**config.mk**
```make
export PLATFORM = sky130hd
export DESIGN_NAME = acked_packet_resend_scheduler
export DESIGN_NICKNAME = d
export VERILOG_FILES = /design/src/hdl/aprs_pkg.sv /design/src/hdl/aprs_entry_ram.sv /design/src/hdl/aprs_ctrl.sv /design/src/hdl/acked_packet_resend_scheduler.sv
export VERILOG_INCLUDE_DIRS = /design/src /design/src/hdl
export SDC_FILE = /design/constraint.sdc
export NUM_CORES = 2
export LEC_CHECK = 0
export BUFFER_PORTS_ARGS = -buffer_cell sky130_fd_sc_hd__buf_2
export CAP_MARGIN = 10
export CORE_MARGIN = 5
export CORE_UTILIZATION = 62
export CTS_CLUSTER_SIZE = 25
export DETAILED_ROUTE_END_ITERATION = 10
export PLACE_DENSITY_LB_ADDON = 0.15
export SLEW_MARGIN = 20
export SYNTH_ARGS = -nofsm -noshare
export SYNTH_HDL_FRONTEND = slang
export SYNTH_SLANG_ARGS = --single-unit
```
**constraint.sdc**
```tcl
create_clock -name clock -period 7.86 [get_ports clock]
set_clock_uncertainty 0.1 [all_clocks]
set_input_delay 0.786 -clock clock [delete_from_list [all_inputs] [get_ports clock]]
set_output_delay 0.786 -clock clock [all_outputs]
set_load 0.05 [all_outputs]
```
**src/hdl/acked_packet_resend_scheduler_assert.svh**
```systemverilog
// Assertion macros for the resend scheduler RTL.
`ifndef ACKED_PACKET_RESEND_SCHEDULER_ASSERT_SVH
`define ACKED_PACKET_RESEND_SCHEDULER_ASSERT_SVH

`ifndef SYNTHESIS

`define APRS_ASSERT_SAME(lbl, clk, rst, ante, cons, msg) \
   lbl: assert property (@(posedge clk) disable iff (rst) (ante) |-> (cons)) \
      else $error(msg);

`define APRS_ASSERT_NEXT(lbl, clk, rst, ante, cons, msg) \
   lbl: assert property (@(posedge clk) disable iff (rst) (ante) |=> (cons)) \
      else $error(msg);

`else

`define APRS_ASSERT_SAME(lbl, clk, rst, ante, cons, msg)

`define APRS_ASSERT_NEXT(lbl, clk, rst, ante, cons, msg)

`endif

`endif

```
**src/hdl/aprs_pkg.sv**
```systemverilog
// Package: types, constants and codes of the resend scheduler.
package aprs_pkg;

   localparam int TABLE_DEPTH = 16;
   localparam int ADDR_W      = $clog2(TABLE_DEPTH);
   localparam int CNT_W       = $clog2(TABLE_DEPTH + 1);

   localparam logic [7:0] RESEND_PERIOD_RST = 8'd3;
   localparam logic [3:0] MAX_ROUNDS_RST    = 4'd3;

   typedef enum logic [1:0] {
      FUNC_ADD   = 2'd0,
      FUNC_ACK   = 2'd1,
      FUNC_START = 2'd2,
      FUNC_TICK  = 2'd3
   } func_type;

   typedef enum logic {
      CSR_RESEND_PERIOD = 1'b0,
      CSR_MAX_ROUNDS    = 1'b1
   } csr_index_type;

   typedef struct packed {
      func_type    func;
      logic [31:0] cmd_tag;
      logic [15:0] group_tag;
      logic [31:0] payload_ref;
      logic [15:0] payload_len;
   } req_type;

   typedef struct packed {
      logic        send_now;
      logic [31:0] send_tag;
      logic [31:0] send_ref;
      logic [15:0] send_len;
      logic        all_acked;
      logic        add_dropped;
   } rsp_type;

   typedef struct packed {
      logic [31:0] tag;
      logic [31:0] pref;
      logic [15:0] len;
      logic        acked;
   } entry_type;

   typedef struct packed {
      logic              we;
      logic [ADDR_W-1:0] waddr;
      entry_type         wdata;
      logic              re;
      logic [ADDR_W-1:0] raddr;
   } ram_req_type;

   typedef struct packed {
      logic [7:0] resend_period;
      logic [3:0] max_rounds;
   } cfg_type;

endpackage

```
**src/hdl/aprs_entry_ram.sv**
```systemverilog
// Entry table: one write port, one registered read port.
module aprs_entry_ram
   import aprs_pkg::*;
(
   input  logic        clock,
   input  ram_req_type ram_req,
   output entry_type   ram_rdata
);

   entry_type mem [TABLE_DEPTH];
   entry_type rdata_ff;

   always_ff @(posedge clock) begin
      if (ram_req.we) begin
         mem[ram_req.waddr] <= ram_req.wdata;
      end
   end

   always_ff @(posedge clock) begin
      if (ram_req.re) begin
         rdata_ff <= mem[ram_req.raddr];
      end
   end

   assign ram_rdata = rdata_ff;

endmodule

```
**src/hdl/aprs_ctrl.sv**
```systemverilog
// Sequencer: command decode, ack search, skip walk and send bookkeeping.
module aprs_ctrl
   import aprs_pkg::*;
(
   input  logic        clock,
   input  logic        reset,
   input  logic        start,
   output logic        busy,
   input  req_type     req_data,
   input  cfg_type     cfg,
   output ram_req_type ram_req,
   input  entry_type   ram_rdata,
   output logic        rsp_valid,
   output rsp_type     rsp_data
);

`include "acked_packet_resend_scheduler_assert.svh"

   typedef enum logic [4:0] {
      ST_IDLE     = 5'b00001,
      ST_ACK_RD   = 5'b00010,
      ST_ACK_CHK  = 5'b00100,
      ST_SEND_RD  = 5'b01000,
      ST_SEND_CHK = 5'b10000
   } state_type;

   state_type         state_ff, state_in;
   logic [CNT_W-1:0]  count_ff, count_in;
   logic [CNT_W-1:0]  cursor_ff, cursor_in;
   logic [CNT_W-1:0]  unacked_ff, unacked_in;
   logic [3:0]        round_ff, round_in;
   logic [15:0]       group_ff, group_in;
   logic              started_ff, started_in;
   logic [7:0]        tick_ff, tick_in;
   logic [ADDR_W-1:0] idx_ff, idx_in;
   logic [31:0]       tag_ff, tag_in;
   logic              rsp_valid_ff, rsp_valid_in;
   rsp_type           rsp_ff, rsp_in;

   logic              done;
   logic              snd;
   logic              dropped;
   logic [CNT_W-1:0]  cnt_v;
   logic [CNT_W-1:0]  unack_v;
   logic [3:0]        round_v;
   entry_type         ent_v;

   always_comb begin
      state_in     = state_ff;
      count_in     = count_ff;
      cursor_in    = cursor_ff;
      unacked_in   = unacked_ff;
      round_in     = round_ff;
      group_in     = group_ff;
      started_in   = started_ff;
      tick_in      = tick_ff;
      idx_in       = idx_ff;
      tag_in       = tag_ff;
      ram_req      = '0;
      done         = 1'b0;
      snd          = 1'b0;
      dropped      = 1'b0;
      cnt_v        = count_ff;
      unack_v      = unacked_ff;
      round_v      = round_ff;
      ent_v        = ram_rdata;

      unique case (state_ff)
         ST_IDLE: begin
            if (start) begin
               unique case (req_data.func)
                  FUNC_ADD: begin
                     if (req_data.group_tag != group_ff) begin
                        group_in  = req_data.group_tag;
                        cnt_v     = '0;
                        unack_v   = '0;
                        cursor_in = '0;
                     end
                     count_in   = cnt_v;
                     unacked_in = unack_v;
                     if (cnt_v >= CNT_W'(TABLE_DEPTH)) begin
                        dropped = 1'b1;
                     end else begin
                        ram_req.we          = 1'b1;
                        ram_req.waddr       = cnt_v[ADDR_W-1:0];
                        ram_req.wdata.tag   = req_data.cmd_tag;
                        ram_req.wdata.pref  = req_data.payload_ref;
                        ram_req.wdata.len   = req_data.payload_len;
                        ram_req.wdata.acked = 1'b0;
                        count_in            = cnt_v + CNT_W'(1);
                        unacked_in          = unack_v + CNT_W'(1);
                     end
                     done = 1'b1;
                  end
                  FUNC_ACK: begin
                     if (started_ff && count_ff != '0) begin
                        tag_in   = req_data.cmd_tag;
                        idx_in   = '0;
                        state_in = ST_ACK_RD;
                     end else begin
                        done = 1'b1;
                     end
                  end
                  FUNC_START: begin
                     started_in = 1'b1;
                     if (count_ff != '0) begin
                        round_in  = '0;
                        cursor_in = '0;
                        state_in  = ST_SEND_RD;
                     end else begin
                        done = 1'b1;
                     end
                  end
                  FUNC_TICK: begin
                     if (started_ff) begin
                        if ({1'b0, tick_ff} + 9'd1 >= {1'b0, cfg.resend_period}) begin
                           tick_in = '0;
                           if (count_ff != '0) begin
                              state_in = ST_SEND_RD;
                           end else begin
                              done = 1'b1;
                           end
                        end else begin
                           tick_in = tick_ff + 8'd1;
                           done    = 1'b1;
                        end
                     end else begin
                        done = 1'b1;
                     end
                  end
                  default: done = 1'b1;
               endcase
            end
         end
         ST_ACK_RD: begin
            ram_req.re    = 1'b1;
            ram_req.raddr = idx_ff;
            state_in      = ST_ACK_CHK;
         end
         ST_ACK_CHK: begin
            if (ram_rdata.tag == tag_ff) begin
               if (!ram_rdata.acked) begin
                  ram_req.we          = 1'b1;
                  ram_req.waddr       = idx_ff;
                  ram_req.wdata       = ram_rdata;
                  ram_req.wdata.acked = 1'b1;
                  unacked_in          = unacked_ff - CNT_W'(1);
               end
               state_in = ST_SEND_RD;
            end else if (CNT_W'(idx_ff) + CNT_W'(1) >= count_ff) begin
               state_in = ST_SEND_RD;
            end else begin
               idx_in   = idx_ff + ADDR_W'(1);
               state_in = ST_ACK_RD;
            end
         end
         ST_SEND_RD: begin
            if (cursor_ff >= count_ff) begin
               done = 1'b1;
            end else begin
               ram_req.re    = 1'b1;
               ram_req.raddr = cursor_ff[ADDR_W-1:0];
               state_in      = ST_SEND_CHK;
            end
         end
         ST_SEND_CHK: begin
            if (ram_rdata.acked) begin
               cursor_in = cursor_ff + CNT_W'(1);
               state_in  = ST_SEND_RD;
            end else begin
               snd     = 1'b1;
               tick_in = '0;
               if (cursor_ff + CNT_W'(1) == count_ff) begin
                  round_v   = round_ff + 4'd1;
                  cursor_in = '0;
                  if (round_v >= cfg.max_rounds) begin
                     count_in   = '0;
                     unacked_in = '0;
                     round_in   = '0;
                  end else begin
                     round_in = round_v;
                  end
               end else begin
                  cursor_in = cursor_ff + CNT_W'(1);
               end
               done = 1'b1;
            end
         end
         default: state_in = ST_IDLE;
      endcase

      if (done) begin
         state_in = ST_IDLE;
      end
      rsp_valid_in        = done;
      rsp_in              = rsp_ff;
      if (done) begin
         rsp_in.send_now    = snd;
         rsp_in.send_tag    = snd ? ent_v.tag : '0;
         rsp_in.send_ref    = snd ? ent_v.pref : '0;
         rsp_in.send_len    = snd ? ent_v.len : '0;
         rsp_in.all_acked   = (unacked_in == '0);
         rsp_in.add_dropped = dropped;
      end
   end

   always_ff @(posedge clock) begin
      if (reset) begin
         state_ff     <= ST_IDLE;
         count_ff     <= '0;
         cursor_ff    <= '0;
         unacked_ff   <= '0;
         round_ff     <= '0;
         group_ff     <= '0;
         started_ff   <= 1'b0;
         tick_ff      <= '0;
         rsp_valid_ff <= 1'b0;
      end else begin
         state_ff     <= state_in;
         count_ff     <= count_in;
         cursor_ff    <= cursor_in;
         unacked_ff   <= unacked_in;
         round_ff     <= round_in;
         group_ff     <= group_in;
         started_ff   <= started_in;
         tick_ff      <= tick_in;
         rsp_valid_ff <= rsp_valid_in;
      end
   end

   always_ff @(posedge clock) begin
      idx_ff <= idx_in;
      tag_ff <= tag_in;
      rsp_ff <= rsp_in;
   end

   assign busy      = (state_ff != ST_IDLE);
   assign rsp_valid = rsp_valid_ff;
   assign rsp_data  = rsp_ff;

   `APRS_ASSERT_SAME(a_unacked_le_count, clock, reset, 1'b1, unacked_ff <= count_ff, "unacked count exceeds entry count")
   `APRS_ASSERT_SAME(a_count_le_depth, clock, reset, 1'b1, count_ff <= CNT_W'(TABLE_DEPTH), "entry count exceeds table depth")
   `APRS_ASSERT_SAME(a_rsp_when_idle, clock, reset, rsp_valid_ff, state_ff == ST_IDLE, "result while sequencer busy")
   `APRS_ASSERT_NEXT(a_accept_progress, clock, reset, start && !busy, rsp_valid_ff || busy, "accepted command made no progress")
   `APRS_ASSERT_SAME(a_send_has_entries, clock, reset, state_ff == ST_SEND_CHK, cursor_ff < count_ff, "send check past table end")

endmodule

```
**src/hdl/acked_packet_resend_scheduler.sv**
```systemverilog
// Top level of the acked packet resend scheduler.
//
//  port group | direction | transfer
//  req_*      | in        | start high while busy low
//  rsp_*      | out       | rsp_valid high for one cycle, always taken
//  csr_*      | in        | csr_valid and csr_ready high
//
// Add, ignored ack/start and non-firing tick: result in the cycle after the transfer.
// Ack, start and firing tick: each entry is read through the entry RAM's single read port,
// a read state then a check state per entry (ack tag search, then skip over acked entries).
// Reset is synchronous and clears control state; the entry RAM is not cleared.
// busy is high while a command is in progress; results cannot be stalled.
// csr_ready is always high; the user must write registers only while idle; the block does not enforce this.
module acked_packet_resend_scheduler
   import aprs_pkg::*;
(
   input  logic          clock,
   input  logic          reset,
   input  logic          start,
   output logic          busy,
   input  req_type       req_data,
   output logic          rsp_valid,
   output rsp_type       rsp_data,
   input  logic          csr_valid,
   output logic          csr_ready,
   input  csr_index_type csr_index,
   input  logic [7:0]    csr_data
);

   cfg_type     cfg_ff;
   ram_req_type ram_req;
   entry_type   ram_rdata;

   always_ff @(posedge clock) begin
      if (reset) begin
         cfg_ff.resend_period <= RESEND_PERIOD_RST;
         cfg_ff.max_rounds    <= MAX_ROUNDS_RST;
      end else if (csr_valid && csr_ready) begin
         unique case (csr_index)
            CSR_RESEND_PERIOD: cfg_ff.resend_period <= csr_data;
            CSR_MAX_ROUNDS:    cfg_ff.max_rounds    <= csr_data[3:0];
            default: ;
         endcase
      end
   end

   assign csr_ready = 1'b1;

   aprs_entry_ram u_entry_ram (
      .clock     (clock),
      .ram_req   (ram_req),
      .ram_rdata (ram_rdata)
   );

   aprs_ctrl u_ctrl (
      .clock     (clock),
      .reset     (reset),
      .start     (start),
      .busy      (busy),
      .req_data  (req_data),
      .cfg       (cfg_ff),
      .ram_req   (ram_req),
      .ram_rdata (ram_rdata),
      .rsp_valid (rsp_valid),
      .rsp_data  (rsp_data)
   );

endmodule

```
==> metrics.md <==
| Metric | Value |
|---|---|
| Slew margin rel. | 0.2507 |
| Area share of the largest cell type after synthesis | 0.7314 |
| Setup TNS | 0 ns |
| Largest family of logic cells by synthesized area | compound AO/OA/AOI/OAI gates |
| N_diodes | 0 |
| Clock Latency Late Sink | 0.76 ns |
| Worst r2r src | u_ctrl.count_ff[2]$_SDFFE_PP0P_ |
| Die X | 324.7 um |
| GRT Total Usage | 0.2739 |
| Global-route met1 utilization | 0.4072 |
| Num ports | 197 |
| Layout fillers | 6365 |
| Syn avg cell area | 15.87 sq um |
| #FFs+latches synth | 1558 |
| Setup Buffers After CTS | 0 |
| Lkg Pwr | 23.16 nW |
| Initial antenna violation count | 4 |
| Drt pass-1 iters | 6 |
| Post-synthesis compound-gate area fraction | 0.09729 |
| Dpl hpwl | 75.15 mm |
| Number of remaining DRC errors | 0 |
| Remaining global-route overflow | 0 |
| Sink Count | 1558 |
| CORE AREA | 98420 sq um |
| Share of layout cells above drive strength 1 | 0.1225 |
| Outcome | complete, no violations |
| Critical path arrival | 5.75 ns |
| Post_cts resized | 0 |
| Vias/cell | 6.602 |
| Port bufs | 195 |
| Max Cap Viol | 0 |
| Post-CTS Hold Fix Bufs | 0 |
| WP data required | 8.21 ns |
| Cell variety after synth | 61 |
| Hold WC Path Type | input port to flop |
| Post-synth EDFFs | 1496 |
| Area share of fa/ha/maj cells after synthesis | 0.006111 |
| CTS Buffer Depth | 3 |
| Total wire length | 147.7 mm |
| Grt met2 use | 0.4270 |
| Largest net degree at the start of global routing | 176 |
| Global-route wire length before repair | 218.8 mm |
| Hold WS | 0.1243 ns |
| CTS H-tree lvls | 4 |
| Peak VDD IR | 0.2034 mV |
| Worst Path Class, Setup | flop to flop |
| Vias in the first global route | 34290 |
| Synth warnings | 0 |
| Met3 Resource Use GR | 0.05086 |
| Die extent in y | 324.7 um |
| Pwr/cell area | 238.1 nW/um^2 |
| CP max FO | 106 |
| GRT busiest layer | met2 |
| Final period utilization | 0.6871 |
| Mux cell area share after synthesis | 0.05655 |
| Setup Viol. Count Final | 0 |
| Final slew viol count | 0 |
| DR iter-0 viols | 4616 |
| Tmin final | 5.401 ns |
| Final #Nets | 4158 |
| Fraction of registers with async set/reset | 0 |
| Dpl cells | 5147 |
| Final Hold Viols | 0 |
| RSZ-0062 raised after global routing | false |
| Tightest Pin Transition | 1.121 ns |
| DIE AREA | 105500 sq um |
| FMAX | 185.2 MHz |
| Reg clk slew, reported paths | 0.06 ns |
| Post-Layout Cell Count | 5426 |
| Seq/Total Area, Yosys | 0.7516 |
| Std-Cell Rows | 115 |
| Simple-gate portion of the synthesized area | 0.05783 |
| Top cells by area, synth | edfxtp_1 73%, mux2i_1 5.7%, a221oi_1 4.6%, a21oi_1 2.9%, nand2_1 2.3% |
| Synthesized Nets | 4011 |
| Root buf cell | clkbuf_16 |
| WL/cell | 27.22 um |
| Yosys top cell by area | edfxtp_1 |
| Post-Syn Instances | 3870 |
| Initial Util | 0.6241 |
| Synth Area in XOR/XNOR | 0.008984 |
| HP Start | req_data[78] |
| Critical path startpoint | u_ctrl.count_ff[2]$_SDFFE_PP0P_ |
| GP Congestion | 0.8199 |
| Area grow syn2layout | 11.77% |
| Routed Antenna Nets | 0 |
| Startpoint Class | flop |
| Total number of vias | 35820 |
| Top FF cell, synth | edfxtp_1 |
| CP endpoint kind | flop |
| TritonCTS buffer count | 153 |
| Mapped Area | 61420 sq um |
| CTS tree | done |
metal layers:
| layer | part of all wire | wire (um) |
|---|---|---|
| met2 | 0.47 | 69230 |
| met4 | 0.023 | 3458 |
| met5 | 0 | 0 |
| met3 | 0.094 | 13890 |
| met1 | 0.41 | 61090 |
synthesized netlist by cell type (all sizes together), types with 18 or more instances:
cell type,n
buf,125
o21ai,18
mux2i,347
a221oi,326
a21oi,356
edfxtp,1496
a22o,83
clkbuf,145
nand2,372
nor2,73
xnor2,54
dfxtp,62
ha,30
or4,83
inv,24
and2,93
cells in the final DEF, fill, tap and decap left out, types with 9 or more instances in the layout:
cell type and count:
buf_4 41, ha_1 30, mux2i_1 347, clkbuf_1 36, nor2_1 55, and3_1 11, clkbuf_16 159, and2_1 92
nand3_1 17, o21ai_0 17, buf_12 24, clkinv_1 35, nand2_1 371, nor3_1 12, xor2_1 9, inv_1 23
or4_1 83, dfxtp_1 62, a22oi_1 9, a221oi_1 326, buf_2 194, nand2b_1 14, nand4_1 16, clkinv_2 24
a22o_1 82, edfxtp_1 1496, nor2b_1 11, xnor2_1 54, a21oi_1 355, nor2_4 17
kinds of logic after synthesis:
family	after synthesis
fa+ha+maj	30
xor+xnor	63
compound gates	845
other cells	1
mux	347
flops	1558
buf+inv	294
simple gates	732
flip-flops by register name (all words and copies together), names as in the netlist, 4 cells and up:
register / cells
u_entry_ram.mem: 1296
u_ctrl.rsp_data: 83
u_entry_ram.ram_rdata: 81
u_ctrl.tag_ff: 32
u_ctrl.group_ff: 16
cfg_ff: 12
u_ctrl.tick_ff: 8
u_ctrl.count_ff: 5
u_ctrl.cursor_ff: 5
u_ctrl.state_ff: 5
u_ctrl.unacked_ff: 5
u_ctrl.idx_ff: 4
u_ctrl.round_ff: 4
where the power goes:
group | internal (mW) | switching [mW]
Combinational | 0.0732 | 0.216
Sequential | 9.06 | 0.0115
Clock | 3.99 | 2.99
Total | 13.1 | 3.21
per-stage QoR:
stage	cell area (sq um)	setup WS [ns]	power [mW]	utilization
after global placement	63770	2.556	9.535	0.6480
after CTS	68580	2.509	16.44	0.6969
after global routing	68650	2.218	16.83	0.6975
after detailed placement	63800	2.532	9.540	0.6483
after floorplan	61420	1.032	9.428	-
final	68650	2.459	16.34	0.6975
final timing paths:
kind	end	depth (start not counted)	slack [ns]
max	u_entry_ram.ram_rdata[54]$_DFFE_PP_	11	2.46
min reg2reg	cfg_ff[3]$_SDFFE_PP0P_	2	0.36
max reg2reg	u_entry_ram.ram_rdata[54]$_DFFE_PP_	11	2.46
min	u_ctrl.tag_ff[14]$_DFFE_PP_	1	0.12
area by class of cell:
type                    count  area (sq um)  share of cell area
flip-flops and latches   1558         46160              0.6725
clock inverters            79         626.9            0.009131
well taps                1287          1610             0.02346
repair buffers            262          1842             0.02683
inverters                  24         90.09            0.001312
clock buffers             198          4155             0.06053
multi-input cells        2018         14160              0.2063
critical path, cell delays in order, from the launching register on:
cell      delay, ns
dfxtp_1        0.53
inv_1          0.22
ha_1           0.34
a21oi_1        0.14
o21ai_1        0.08
a31oi_1        0.23
nor2b_1        0.87
a21o_4         0.81
buf_12         0.54
mux2i_1        0.28
a221oi_1       0.11
or4_1          0.67
Note: power is estimated with default switching activity, not from simulation.
